==> src/rtl/rds_pkg.sv <==
package rds_pkg;

  localparam int unsigned VALUE_WIDTH_DEF = 32;
  localparam int unsigned MAX_DIGITS_DEF  = 32;

  localparam int unsigned RADIX_W = 6;
  localparam int unsigned DIGIT_W = 6;
  localparam int unsigned CHAR_W  = 7;

  localparam logic [RADIX_W-1:0] RADIX_RESET = 6'd10;
  localparam logic [RADIX_W-1:0] RADIX_MIN   = 6'd2;
  localparam logic [RADIX_W-1:0] RADIX_MAX   = 6'd36;

  // dividend bits retired per divider cycle
  localparam int unsigned DIV_STEP_BITS = 8;

  localparam logic [DIGIT_W-1:0] DIGIT_DEC_LIMIT = 6'd10;
  localparam logic [CHAR_W-1:0]  CHAR_DEC_BASE   = 7'd48;  // '0'
  localparam logic [CHAR_W-1:0]  CHAR_ALPHA_BASE = 7'd55;  // 'A' - 10

  typedef struct packed {
    logic               valid;
    logic [RADIX_W-1:0] radix;
  } q_head_t;

  function automatic logic [RADIX_W-1:0] eff_radix(input logic [RADIX_W-1:0] r);
    logic [RADIX_W-1:0] res;
    res = r;
    if (r < RADIX_MIN) res = RADIX_MIN;
    if (r > RADIX_MAX) res = RADIX_MAX;
    return res;
  endfunction

  function automatic logic [CHAR_W-1:0] digit_glyph(input logic [DIGIT_W-1:0] d);
    logic [CHAR_W-1:0] res;
    if (d < DIGIT_DEC_LIMIT) res = CHAR_W'(d) + CHAR_DEC_BASE;
    else                     res = CHAR_W'(d) + CHAR_ALPHA_BASE;
    return res;
  endfunction

endpackage

==> src/rtl/rds_if.sv <==
interface rds_value_if #(
  parameter int unsigned VALUE_WIDTH = rds_pkg::VALUE_WIDTH_DEF
) ();
  logic                   valid;
  logic                   ready;
  logic [VALUE_WIDTH-1:0] value;

  modport source (output valid, output value, input ready);
  modport sink   (input valid, input value, output ready);
endinterface

interface rds_char_if ();
  logic                      valid;
  logic                      ready;
  logic [rds_pkg::CHAR_W-1:0] digit_char;
  logic                      last_digit;

  modport source (output valid, output digit_char, output last_digit, input ready);
  modport sink   (input valid, input digit_char, input last_digit, output ready);
endinterface

==> src/rtl/radix_digit_serializer_unit.sv <==
// Converts each unsigned value into ASCII digits ('0'-'9', 'A'-'Z') in the base held in the
// radix register (0 and 1 act as base 2, 37 and up as base 36), most significant digit
// first, with last_digit set on the final character; zero gives the single character '0'.
// Values enter a two-entry queue, so two can wait while one is converted. The converter
// is a restoring divider that retires 8 dividend bits per cycle; each division by the base
// yields one digit, least significant first, into the digit store, and the digits are then
// read back from the store most significant first, one read at a time while the output is
// free. A value leaves the queue once the last digit read of the previous one is issued.
// At most MAX_DIGITS least significant digits are kept. Write the radix only while idle.
module radix_digit_serializer_unit #(
  parameter int unsigned VALUE_WIDTH = rds_pkg::VALUE_WIDTH_DEF,
  parameter int unsigned MAX_DIGITS  = rds_pkg::MAX_DIGITS_DEF
) (
  input  logic                        clk_i,
  input  logic                        rst_ni,
  rds_value_if.sink                   value_i,
  rds_char_if.source                  char_o,
  input  logic                        radix_we_i,
  input  logic [rds_pkg::RADIX_W-1:0] radix_i
);
  import rds_pkg::*;

  logic [RADIX_W-1:0]     radix_q;
  q_head_t                head;
  logic [VALUE_WIDTH-1:0] head_value;
  logic                   pop;

  always_ff @(posedge clk_i or negedge rst_ni) begin
    if (!rst_ni) begin
      radix_q <= RADIX_RESET;
    end else if (radix_we_i) begin
      radix_q <= radix_i;
    end
  end

  rds_front #(
    .VALUE_WIDTH (VALUE_WIDTH)
  ) u_front (
    .clk_i        (clk_i),
    .rst_ni       (rst_ni),
    .value_i      (value_i),
    .radix_i      (radix_q),
    .pop_i        (pop),
    .head_o       (head),
    .head_value_o (head_value)
  );

  rds_back #(
    .VALUE_WIDTH (VALUE_WIDTH),
    .MAX_DIGITS  (MAX_DIGITS)
  ) u_back (
    .clk_i        (clk_i),
    .rst_ni       (rst_ni),
    .head_i       (head),
    .head_value_i (head_value),
    .pop_o        (pop),
    .char_o       (char_o)
  );

endmodule

==> src/rtl/rds_ram.sv <==
module rds_ram #(
  parameter int unsigned WIDTH = 8,
  parameter int unsigned DEPTH = 32
) (
  input  logic                     clk_i,
  input  logic                     we_i,
  input  logic [$clog2(DEPTH)-1:0] waddr_i,
  input  logic [WIDTH-1:0]         wdata_i,
  input  logic                     re_i,
  input  logic [$clog2(DEPTH)-1:0] raddr_i,
  output logic [WIDTH-1:0]         rdata_o
);

  logic [WIDTH-1:0] mem_q [DEPTH];
  logic [WIDTH-1:0] rdata_q;

  always_ff @(posedge clk_i) begin
    if (we_i) begin
      mem_q[waddr_i] <= wdata_i;
    end
    if (re_i) begin
      rdata_q <= mem_q[raddr_i];
    end
  end

  assign rdata_o = rdata_q;

endmodule

==> src/rtl/rds_front.sv <==
module rds_front #(
  parameter int unsigned VALUE_WIDTH = rds_pkg::VALUE_WIDTH_DEF
) (
  input  logic                         clk_i,
  input  logic                         rst_ni,
  rds_value_if.sink                    value_i,
  input  logic [rds_pkg::RADIX_W-1:0]  radix_i,
  input  logic                         pop_i,
  output rds_pkg::q_head_t             head_o,
  output logic [VALUE_WIDTH-1:0]       head_value_o
);
  import rds_pkg::*;

  localparam int unsigned QDEPTH = 2;

  logic [VALUE_WIDTH-1:0] val_q [QDEPTH];
  logic [RADIX_W-1:0]     rad_q [QDEPTH];
  logic                   wr_ptr_q, wr_ptr_d;
  logic                   rd_ptr_q, rd_ptr_d;
  logic [1:0]             count_q, count_d;
  logic                   push, pop;

  assign value_i.ready = (count_q != 2'(QDEPTH));
  assign push          = value_i.valid && value_i.ready;
  assign pop           = pop_i && (count_q != 2'd0);

  assign head_o.valid  = (count_q != 2'd0);
  assign head_o.radix  = rad_q[rd_ptr_q];
  assign head_value_o  = val_q[rd_ptr_q];

  always_comb begin
    wr_ptr_d = push ? ~wr_ptr_q : wr_ptr_q;
    rd_ptr_d = pop  ? ~rd_ptr_q : rd_ptr_q;
    count_d  = count_q;
    if (push && !pop)      count_d = count_q + 2'd1;
    else if (pop && !push) count_d = count_q - 2'd1;
  end

  always_ff @(posedge clk_i) begin
    if (push) begin
      val_q[wr_ptr_q] <= value_i.value;
      rad_q[wr_ptr_q] <= eff_radix(radix_i);
    end
  end

  always_ff @(posedge clk_i or negedge rst_ni) begin
    if (!rst_ni) begin
      wr_ptr_q <= 1'b0;
      rd_ptr_q <= 1'b0;
      count_q  <= 2'd0;
    end else begin
      wr_ptr_q <= wr_ptr_d;
      rd_ptr_q <= rd_ptr_d;
      count_q  <= count_d;
    end
  end

endmodule

==> src/rtl/rds_back.sv <==
module rds_back #(
  parameter int unsigned VALUE_WIDTH = rds_pkg::VALUE_WIDTH_DEF,
  parameter int unsigned MAX_DIGITS  = rds_pkg::MAX_DIGITS_DEF
) (
  input  logic                   clk_i,
  input  logic                   rst_ni,
  input  rds_pkg::q_head_t       head_i,
  input  logic [VALUE_WIDTH-1:0] head_value_i,
  output logic                   pop_o,
  rds_char_if.source             char_o
);
  import rds_pkg::*;

  localparam int unsigned DIV_W     = ((VALUE_WIDTH + DIV_STEP_BITS - 1) / DIV_STEP_BITS)
                                      * DIV_STEP_BITS;
  localparam int unsigned DIV_STEPS = DIV_W / DIV_STEP_BITS;
  localparam int unsigned SW        = (DIV_STEPS > 1) ? $clog2(DIV_STEPS) : 1;
  localparam int unsigned CNT_W     = $clog2(MAX_DIGITS + 1);
  localparam int unsigned AW        = $clog2(MAX_DIGITS);

  typedef enum logic [2:0] {
    S_IDLE = 3'b001,
    S_DIV  = 3'b010,
    S_EMIT = 3'b100
  } bk_state_e;

  bk_state_e          state_q, state_d;
  logic [DIV_W-1:0]   work_q, work_d, work_nx;
  logic [DIGIT_W-1:0] rem_q, rem_d, rem_nx;
  logic [RADIX_W-1:0] radix_q, radix_d;
  logic [SW-1:0]      step_q, step_d;
  logic [CNT_W-1:0]   cnt_q, cnt_d;
  logic [CNT_W-1:0]   rd_left_q, rd_left_d;
  logic               rd_pend_q, rd_pend_d;
  logic               rd_last_q, rd_last_d;
  logic               out_valid_q, out_valid_d;
  logic [CHAR_W-1:0]  out_char_q, out_char_d;
  logic               out_last_q, out_last_d;

  logic               last_step, digit_we, rd_issue, div_done;
  logic [DIGIT_W:0]   trial;
  logic [DIGIT_W-1:0] rdata;

  // restoring division, DIV_STEP_BITS quotient bits per cycle
  always_comb begin
    work_nx = work_q;
    rem_nx  = rem_q;
    trial   = '0;
    for (int j = 0; j < DIV_STEP_BITS; j++) begin
      trial   = {rem_nx, work_nx[DIV_W-1]};
      work_nx = {work_nx[DIV_W-2:0], 1'b0};
      if (trial >= {1'b0, radix_q}) begin
        trial      = trial - {1'b0, radix_q};
        work_nx[0] = 1'b1;
      end
      rem_nx = trial[DIGIT_W-1:0];
    end
  end

  assign last_step = (step_q == SW'(DIV_STEPS - 1));
  assign digit_we  = (state_q == S_DIV) && last_step;
  assign div_done  = (work_nx == '0) || (cnt_q == CNT_W'(MAX_DIGITS - 1));
  assign rd_issue  = (state_q == S_EMIT) && !rd_pend_q && (!out_valid_q || char_o.ready);
  assign pop_o     = (state_q == S_IDLE) && head_i.valid;

  rds_ram #(
    .WIDTH (DIGIT_W),
    .DEPTH (MAX_DIGITS)
  ) u_store (
    .clk_i   (clk_i),
    .we_i    (digit_we),
    .waddr_i (cnt_q[AW-1:0]),
    .wdata_i (rem_nx),
    .re_i    (rd_issue),
    .raddr_i (AW'(rd_left_q - CNT_W'(1))),
    .rdata_o (rdata)
  );

  always_comb begin
    state_d     = state_q;
    work_d      = work_q;
    rem_d       = rem_q;
    radix_d     = radix_q;
    step_d      = step_q;
    cnt_d       = cnt_q;
    rd_left_d   = rd_left_q;
    rd_pend_d   = 1'b0;
    rd_last_d   = rd_last_q;
    out_valid_d = out_valid_q;
    out_char_d  = out_char_q;
    out_last_d  = out_last_q;

    case (state_q)
      S_IDLE: begin
        if (head_i.valid) begin
          work_d  = DIV_W'(head_value_i);
          rem_d   = '0;
          radix_d = head_i.radix;
          step_d  = '0;
          cnt_d   = '0;
          state_d = S_DIV;
        end
      end
      S_DIV: begin
        if (last_step) begin
          if (div_done) begin
            rd_left_d = cnt_q + CNT_W'(1);
            state_d   = S_EMIT;
          end else begin
            work_d = work_nx;
            rem_d  = '0;
            step_d = '0;
            cnt_d  = cnt_q + CNT_W'(1);
          end
        end else begin
          work_d = work_nx;
          rem_d  = rem_nx;
          step_d = step_q + SW'(1);
        end
      end
      S_EMIT: begin
        if (rd_issue) begin
          rd_left_d = rd_left_q - CNT_W'(1);
          rd_last_d = (rd_left_q == CNT_W'(1));
          rd_pend_d = 1'b1;
          if (rd_left_q == CNT_W'(1)) state_d = S_IDLE;
        end
      end
      default: begin
        state_d = S_IDLE;
      end
    endcase

    if (rd_pend_q) begin
      out_valid_d = 1'b1;
      out_char_d  = digit_glyph(rdata);
      out_last_d  = rd_last_q;
    end else if (out_valid_q && char_o.ready) begin
      out_valid_d = 1'b0;
    end
  end

  assign char_o.valid      = out_valid_q;
  assign char_o.digit_char = out_char_q;
  assign char_o.last_digit = out_last_q;

  always_ff @(posedge clk_i) begin
    work_q     <= work_d;
    rem_q      <= rem_d;
    radix_q    <= radix_d;
    rd_last_q  <= rd_last_d;
    out_char_q <= out_char_d;
    out_last_q <= out_last_d;
  end

  always_ff @(posedge clk_i or negedge rst_ni) begin
    if (!rst_ni) begin
      state_q     <= S_IDLE;
      step_q      <= '0;
      cnt_q       <= '0;
      rd_left_q   <= '0;
      rd_pend_q   <= 1'b0;
      out_valid_q <= 1'b0;
    end else begin
      state_q     <= state_d;
      step_q      <= step_d;
      cnt_q       <= cnt_d;
      rd_left_q   <= rd_left_d;
      rd_pend_q   <= rd_pend_d;
      out_valid_q <= out_valid_d;
    end
  end

endmodule

==> src/flat_wrapper.sv <==
// flat-port wrapper written by rule: the top's interface ports become plain ports
module radix_digit_serializer_unit_flat import rds_pkg::*;
#(
  parameter int unsigned VALUE_WIDTH = rds_pkg::VALUE_WIDTH_DEF,
  parameter int unsigned MAX_DIGITS  = rds_pkg::MAX_DIGITS_DEF
)
  (clk_i, rst_ni, radix_we_i, radix_i, value_i_valid, value_i_value, value_i_ready, char_o_valid, char_o_digit_char, char_o_last_digit, char_o_ready);
  rds_value_if #(.VALUE_WIDTH(VALUE_WIDTH)) value_i_i ();
  rds_char_if char_o_i ();
  input  logic clk_i;
  input  logic rst_ni;
  input  logic radix_we_i;
  input  logic [rds_pkg::RADIX_W-1:0] radix_i;
  input wire logic [$bits(value_i_i.valid)-1:0] value_i_valid;
  input wire logic [$bits(value_i_i.value)-1:0] value_i_value;
  output wire logic [$bits(value_i_i.ready)-1:0] value_i_ready;
  output wire logic [$bits(char_o_i.valid)-1:0] char_o_valid;
  output wire logic [$bits(char_o_i.digit_char)-1:0] char_o_digit_char;
  output wire logic [$bits(char_o_i.last_digit)-1:0] char_o_last_digit;
  input wire logic [$bits(char_o_i.ready)-1:0] char_o_ready;
  assign value_i_i.valid = value_i_valid;
  assign value_i_i.value = value_i_value;
  assign value_i_ready = value_i_i.ready;
  assign char_o_valid = char_o_i.valid;
  assign char_o_digit_char = char_o_i.digit_char;
  assign char_o_last_digit = char_o_i.last_digit;
  assign char_o_i.ready = char_o_ready;
  radix_digit_serializer_unit #(.VALUE_WIDTH(VALUE_WIDTH), .MAX_DIGITS(MAX_DIGITS)) u_core (.clk_i(clk_i), .rst_ni(rst_ni), .value_i(value_i_i), .char_o(char_o_i), .radix_we_i(radix_we_i), .radix_i(radix_i));
endmodule
==> config.mk <==
export PLATFORM = sky130hd
export DESIGN_NAME = radix_digit_serializer_unit_flat
export DESIGN_NICKNAME = d
export VERILOG_FILES = /design/src/rtl/rds_pkg.sv /design/src/rtl/rds_if.sv /design/src/rtl/radix_digit_serializer_unit.sv /design/src/rtl/rds_ram.sv /design/src/rtl/rds_front.sv /design/src/rtl/rds_back.sv /design/src/flat_wrapper.sv
export SDC_FILE = /design/constraint.sdc
export NUM_CORES = 1
export LEC_CHECK = 0
export BUFFER_PORTS_ARGS = -buffer_cell sky130_fd_sc_hd__buf_2
export CAP_MARGIN = 30
export CORE_MARGIN = 3
export CORE_UTILIZATION = 45
export CTS_BUF_LIST = sky130_fd_sc_hd__clkbuf_8
export DETAILED_ROUTE_END_ITERATION = 8
export SLEW_MARGIN = 20
export SYNTH_ARGS = -nofsm -noshare
export SYNTH_HDL_FRONTEND = slang
export SYNTH_HIERARCHICAL = 1
export SYNTH_SLANG_ARGS = --single-unit
==> constraint.sdc <==
create_clock -name clk_i -period 50.1 [get_ports clk_i]
set_input_delay 10.02 -clock clk_i [delete_from_list [all_inputs] [get_ports clk_i]]
set_output_delay 10.02 -clock clk_i [all_outputs]
set_load 0.01 [all_outputs]
# Yosys cells after proc, flatten, opt, wreduce, memory -nomap -nowiden
# Memory sizes are Yosys's and may differ from the RTL's. A register that Yosys moved wholly into a read port is not among the register bits.
# Index checks and enable logic that the tools add are counted.
# totals
ff_bits,76
latch_bits,0
ramBits,268
mem_bits_ro,0
input_bits,43
out_inout_bits,10
wordCells,142
memories,3
# classes
addsub,15
multipliers,0
n_div,0
magnitude_cmp,11
eq_ne,14
n_shift,0
mux,55
bitwise,2
n_reduce_logical,27
# memory_table
memory,words,width,read_ports,rd_ports_with_merged_regs,write_ports,line_no,source
u_core.u_back.u_store.mem_q,32,6,1,1,1,rds_ram.sv:14,logic [WIDTH-1:0] mem_q [DEPTH];
u_core.u_front.val_q,2,32,1,0,1,rds_front.sv:16,logic [VALUE_WIDTH-1:0] val_q [QDEPTH];
u_core.u_front.rad_q,2,6,1,1,1,rds_front.sv:17,logic [RADIX_W-1:0] rad_q [QDEPTH];
# ops
operator,count
two-way mux 6 bit,19
two-way mux 32 bit,3
one-hot mux 32 bit (2 select lines),1
>= comparator 7 x 6 -> 1 bit,8
subtractor 6 bit,8
one-hot mux 6 bit (2 select lines),3
logical NOT 32 bit,1
two-way mux 1 bit,16
two-way mux 3 bit,5
"adder 6 x 6 -> 7 bit, second input constant",2
"inequality test 2 bit, second input constant",6
two-way mux 2 bit,5
nonzero test 2 bit,5
logical AND 1 bit,9
one-hot mux 3 bit (3 select lines),1
AND reduction 4 bit,2
two-way mux 7 bit,1
"adder 6 x 1 -> 6 bit, second input constant",1
"equality test 6 x 1 -> 1 bit, second input constant",1
"equality test 6 x 5 -> 1 bit, second input constant",1
"greater-than comparator 6 bit, second input constant",1
"less-than comparator 6 x 2 -> 1 bit, second input constant",1
"less-than comparator 6 x 4 -> 1 bit, second input constant",1
"subtractor 6 x 1 -> 6 bit, second input constant",1
15 further kinds,22

# Logic depth before layout (Yosys ltp)
# depth
depth_word,21
depth_mapped,80
depth_no_buf,76

# Cells and area by module
# Netlist, hierarchy kept.
# modules_own_cells
mod,instances,cells_per_inst,area_per_inst_um2,seq_area_each_um2
rds_ram,1,323,7649.8,5945.7
rds_back,1,624,6179.7,2068.2
rds_front,1,147,3046.7,2382.3
radix_digit_serializer_unit,1,13,254.0,152.6

# Worst setup path after synthesis
# Ideal clock, no wire load.
# synth_timing
path_type,register to register
startpoint,reg u_core.u_back.radix_q[1] (read register of u_core.u_front.rad_q)
endpoint,mem u_core/u_back/u_store/mem_q[0][0] in the netlist's numbering (data pin)
setup_time_ns,0.389
t_arrival_ns,15.778
setup_slack_ns,33.933
stages_incl_launch_ff,69
path_cell_list,edfxtp_1 > inv_1 > ha_1 > nand2_1 > o21ai_2 > a21o_4 > mux2_2 > ha_1 > a21o_1 > a21oi_1 > a31oi_1 > or2_2 > nor2_2 > mux2i_1 > ha_1 > and3_1 > a31oi_1 > a31oi_1 > [33 not listed] > nand2b_1 > a21oi_1 > nand2_1 > a211o_1 > mux2i_2 > o22a_1 > buf_2 > mux2i_1 > ha_1 > a21o_1 > a21o_1 > a21o_1 > a21o_1 > a31o_2 > a21oi_1 > o2111a_1 > buf_4 > mux2i_1
# synth_via
elab_chain_cells,16
elab_cells_between_ends,23
cone_classes,add/sub: 7; order compare: 8; mux: 8
# synth_lines
item,line_no,source
start: declaration,rds_back.sv:30,"logic [RADIX_W-1:0] radix_q, radix_d;"
subtractor 6 bit / >= comparator 7 x 6 -> 1 bit (equally long branches),"rds_back.sv:53, rds_back.sv:52",
two-way mux 6 bit,rds_back.sv:52,"if (trial >= {1'b0, radix_q}) begin"
subtractor 6 bit / >= comparator 7 x 6 -> 1 bit (equally long branches),"rds_back.sv:53, rds_back.sv:52",
two-way mux 6 bit,rds_back.sv:52,
subtractor 6 bit / >= comparator 7 x 6 -> 1 bit (equally long branches),"rds_back.sv:53, rds_back.sv:52",
two-way mux 6 bit,rds_back.sv:52,
subtractor 6 bit / >= comparator 7 x 6 -> 1 bit (equally long branches),"rds_back.sv:53, rds_back.sv:52",
two-way mux 6 bit,rds_back.sv:52,
subtractor 6 bit / >= comparator 7 x 6 -> 1 bit (equally long branches),"rds_back.sv:53, rds_back.sv:52",
two-way mux 6 bit,rds_back.sv:52,
>= comparator 7 x 6 -> 1 bit / subtractor 6 bit (equally long branches),"rds_back.sv:52, rds_back.sv:53",
two-way mux 6 bit,rds_back.sv:52,
subtractor 6 bit / >= comparator 7 x 6 -> 1 bit (equally long branches),"rds_back.sv:53, rds_back.sv:52",
two-way mux 6 bit,rds_back.sv:52,
>= comparator 7 x 6 -> 1 bit (*),rds_back.sv:52,
two-way mux 6 bit (*),rds_back.sv:52,
named net u_core.u_back.trial[0],rds_back.sv:41,logic [DIGIT_W:0] trial;
end: declaration,rds_ram.sv:14,
# The timed path passes the listed nets; every way through them passes the cells marked *.

# Worst setup path in the final report
# layout_timing
startpoint,reg u_core.u_back.radix_q[1] (read register of u_core.u_front.rad_q)
endpoint,reg u_core.u_back.work_q[11] (enable)
# layout_via
elab_chain_cells,20
elab_cells_between_ends,34
cone_classes,add/sub: 7; order compare: 8; eq/ne: 1; mux: 15; reduce/logical: 3
# layout_lines
item,line_no,source
subtractor 6 bit / >= comparator 7 x 6 -> 1 bit (equally long branches),"rds_back.sv:53, rds_back.sv:52",
two-way mux 6 bit,rds_back.sv:52,
subtractor 6 bit / >= comparator 7 x 6 -> 1 bit (equally long branches),"rds_back.sv:53, rds_back.sv:52",
two-way mux 6 bit,rds_back.sv:52,
subtractor 6 bit / >= comparator 7 x 6 -> 1 bit (equally long branches),"rds_back.sv:53, rds_back.sv:52",
two-way mux 6 bit,rds_back.sv:52,
subtractor 6 bit / >= comparator 7 x 6 -> 1 bit (equally long branches),"rds_back.sv:53, rds_back.sv:52",
two-way mux 6 bit,rds_back.sv:52,
[4 not listed],--,
subtractor 6 bit / >= comparator 7 x 6 -> 1 bit (equally long branches),"rds_back.sv:53, rds_back.sv:52",
two-way mux 6 bit,rds_back.sv:52,
>= comparator 7 x 6 -> 1 bit,rds_back.sv:52,
two-way mux 1 bit,rds_back.sv:52,
logical NOT 32 bit (*),rds_back.sv:62,assign div_done = (work_nx == '0) || (cnt_q == CNT_W'(MAX_DIGITS - 1));
logical OR 1 bit (*),rds_back.sv:62,
inequality test 3 bit (no line) (*),--,
AND reduction 3 bit (no line) (*),--,
end signal: assignment,rds_back.sv:148,work_q <= work_d;
end: declaration,rds_back.sv:28,"logic [DIV_W-1:0] work_q, work_d, work_nx;"
# Mark *: on every way between the ends. The rest lies on a longest branch, timed or not.
# A chain may end at the register's enable or synchronous reset.

==> results by group <==
Setup path
  • WS Path Type: reg2reg
  • Slowest-stage cell, CP: or2_2
  • Crit path capture type: flip-flop
  • CP Launch Type: flip-flop
  • Slowest stage delay, CP: 0.66 ns
  • Crit path DAT: around 19 ns
  • Worst-path maximum fanout: 38
  • WP data required: roughly 50 ns
  • Most used cell, CP: ha_1

Floorplan
  • Rows: 70
  • Die footprint: just over 0.04 sq mm
  • Die H: 201.1 um
  • Starting Density: 0.4624
  • Die X: around 200 um
  • # IOs: 53
  • Core ar.: between 0.03 and 0.04 sq mm

Drt
  • Number of remaining DRC errors: 0
  • Detailed Route WL: between 30000 and 40000 um
  • Initial DRC count: about 750
  • Final ANT Viol Nets: 0
  • Via-to-Cell Ratio: roughly 5.6
  • 1st-pass router iterations: 5
  • Via Count: 9734
  • WL/cell: approximately 21 um

Clock tree
  • Cts bufs inserted: 59
  • Post_cts resized: 0
  • CTS hold repair buffers: 0
  • Setup Buffers After CTS: 0
  • Worst-path clk slew: 0.06 ns
  • Root Driver: clkbuf_8
  • CTS tree: done
  • Clock buffer depth: 3
  • CTS Sinks: about 360
  • Clk Latency, worst-skew pair: 0.66 ns
  • H-tree level count: 2

Timing
  • Final hold viol count: 0
  • Clock Skew: 0.03869 ns
  • Fmax: between 50 and 60 MHz
  • Setup TNS: 0 ns
  • Slew @ Worst Pin: a little over 0.9 ns
  • Slew HR: 0.3838
  • Final min period: 18.45 ns
  • Setup violations, final: 0
  • RSZ-0062 raised after global routing: no
  • Final Slew Violations: 0
  • Fin crit share: 0.3682

Global route
  • Initial antenna violation count: 0
  • First-pass GRT wire length: just under 60000 um
  • Vias in the first global route: 9860
  • Largest net degree at the start of global routing: just under 50
  • GRT Total Usage: 0.1867
  • Gr ovfl total: 0

Logic synthesis
  • Primary FF master, synth: edfxtp_1
  • Mapped Cells: around 1100
  • Post-synth EDFFs: approximately 330
  • Yosys Warn Count: 6
  • Post-synth cell types: a little under 80
  • Post-synth top area share: 0.5732
  • Area leader, netlist: edfxtp_1
  • Synthesized area per cell: about 15 sq um
  • Synthesized flop and latch total: roughly 360
  • Dominant cells by area after synthesis: edfxtp_1 57%, mux4_2 7.9%, mux2_2 5.1%
  • Synth Net Count: approximately 1200
  • Async SR Flop Fraction: 0.08146
  • Cell Area, Synth: between 0.015 and 0.02 sq mm
  • Seq/Total Area, Yosys: 0.6158

Layout
  • # fillers: between 3000 and 4000
  • Register area: about 0.011 sq mm
  • Multi-input gate area: between 0.006 and 0.007 sq mm
  • ANT cells: 0
  • Total Nets Final: between 1000 and 1500
  • Layout cells sized above 1: 0.2748
  • Area grow syn2layout: 11.76%

Status
  • Status: completed

Placement
  • Hpwl dp: around 25000 um
  • Port bufs: 52
  • Final GP Congestion: 0.8445

Flow run
  • MaxCap Viol Count: 0

Hold path
  • Worst hold path class: reg2reg
cell usage in the layout (no fill, tap or decap), types with 6 or more instances in the layout:
| cell | netlist | final |
|---|---|---|
| a21oi_1 | 36 | 36 |
| nor2_1 | 81 | 79 |
| nor2b_1 | 10 | 10 |
| mux2_2 | 77 | 77 |
| nand3_1 | 22 | 22 |
| xnor2_1 | 27 | 27 |
| nor4_1 | 7 | 7 |
| edfxtp_1 | 327 | 327 |
| mux2_4 | 19 | 19 |
| clkbuf_8 | 0 | 64 |
| clkinv_1 | 0 | 6 |
| xor2_1 | 17 | 16 |
| mux2i_1 | 14 | 13 |
| nand3b_1 | 7 | 7 |
| dfrtp_1 | 26 | 25 |
| clkinv_2 | 0 | 6 |
| mux4_2 | 60 | 60 |
| a21o_1 | 19 | 19 |
| nand2_1 | 40 | 40 |
| or3_1 | 7 | 7 |
| ha_1 | 56 | 56 |
| a31o_2 | 7 | 7 |
| inv_1 | 56 | 83 |
| and2_1 | 10 | 10 |
| or2_2 | 6 | 6 |
| buf_2 | 4 | 52 |
| and3_1 | 10 | 9 |
| nor3_1 | 7 | 7 |
| buf_4 | 3 | 6 |
| fa_1 | 8 | 8 |
| nand2b_1 | 9 | 9 |
| o21ai_0 | 21 | 21 |
metal layers:
| metal | vias up | share of wire | GRT usage | wire length, um |
|---|---|---|---|---|
| li1 | 4489 | - | - | - |
| met1 | 4981 | 0.48 | 0.2780 | 17890 |
| met2 | 214 | 0.45 | 0.2812 | 16970 |
| met3 | 50 | 0.053 | 0.04028 | 1974 |
| met4 | 0 | 0.015 | 0.04843 | 574 |
| met5 | - | 0 | 0 | 0 |
sequential cells by signal (all words and copies together) (netlist names):
name and count:
u_core/u_front/wr_ptr_q 1, u_core/u_back/rem_q 6, u_core/u_front/rd_ptr_q 1, u_core/u_back/char_o.digit_char 7, u_core/u_front/val_q 64, u_core/u_back/step_q 2, u_core/u_back/char_o.valid 1, u_core/u_back/u_store/rdata_o 6
u_core/u_back/rd_last_q 1, u_core/u_front/count_q 2, u_core/u_back/radix_q 6, u_core/u_back/char_o.last_digit 1, u_core/u_back/work_q 32, u_core/u_back/u_store/mem_q 192, u_core/u_back/cnt_q 6, u_core/u_back/rd_left_q 6
u_core/u_back/state_q 3, u_core/u_back/rd_pend_q 1, u_core/u_front/rad_q 12, u_core/radix_q 6
per-stage QoR:
step                utilization  std cells  cell area [sq um]  worst slack (ns)  hold slack, ns
floorplan                     -       1107              17130             33.93          0.4003
global placement         0.4836       1638              17920             32.21          0.4085
detailed placement       0.4852       1641              17980             31.67          0.4125
CTS                      0.5158       1750              19110             31.65          0.4224
global route             0.5168       1752              19140             30.06          0.4358
finish                   0.5168       1752              19140             31.65          0.4221
worst max-delay path, delay by kind of cell, from the launching register on:
family	cells	cell delay, ns
AND/OR/NAND/NOR	16	2.98
flip-flops	1	0.47
multiplexers	8	3.28
AO/OA/AOI/OAI	36	8.18
adder cells (fa/ha/maj)	8	2.28
buffers and inverters	3	0.82
synth_stat cells, types with 8 or more instances:
| cell | n |
|---|---|
| nand2b_1 | 9 |
| o21ai_0 | 21 |
| edfxtp_1 | 327 |
| mux4_2 | 60 |
| a21oi_1 | 36 |
| xor2_1 | 17 |
| nand2_1 | 40 |
| mux2_2 | 77 |
| inv_1 | 56 |
| and3_1 | 10 |
| clkbuf_1 | 15 |
| mux2_4 | 19 |
| xnor2_1 | 27 |
| dfrtp_1 | 26 |
| nor2_1 | 81 |
| mux2i_1 | 14 |
| fa_1 | 8 |
| ha_1 | 56 |
| nand3_1 | 22 |
| a21o_1 | 19 |
| and2_1 | 10 |
| nor2b_1 | 10 |
cells by family after synthesis:
group / count (synthesis) / synth area share
xor+xnor: 44 / 0.02250
compound gates: 153 / 0.06566
buf+inv: 87 / 0.02330
simple gates: 231 / 0.06676
flops: 356 / 0.6158
mux: 171 / 0.1551
fa+ha+maj: 65 / 0.05084
final timing paths:
kind | from | slack, ns | cells past startpoint | endpoint
worst max-delay path | u_core/u_back/radix_q[1] | 31.65 | 71 | u_core/u_back/work_q[11]
worst min-delay path | u_core/u_back/rd_last_q | 0.42 | 0 | u_core/u_back/char_o.last_digit
worst max register to register | u_core/u_back/radix_q[1] | 31.65 | 71 | u_core/u_back/work_q[11]
worst min register to register | u_core/u_back/rd_last_q | 0.42 | 0 | u_core/u_back/char_o.last_digit
max in group asynchronous | rst_ni | 40.04 | 1 | u_core/u_front/rd_ptr_q
min in group asynchronous | rst_ni | 9.46 | 1 | u_core/u_back/cnt_q[4]
area by class of cell:
| type | instances | area share |
|---|---|---|
| sequential | 356 | 0.5511 |
| timing repair buffer | 63 | 0.02085 |
| tap | 504 | 0.03294 |
| clock buffer | 64 | 0.04601 |
| clock inverter | 45 | 0.01320 |
| multi-input combinational | 664 | 0.3249 |
| inverter | 56 | 0.01098 |
Power is not shown: default switching activity piles up to over one toggle a cycle in this logic, so the estimate is an artifact.
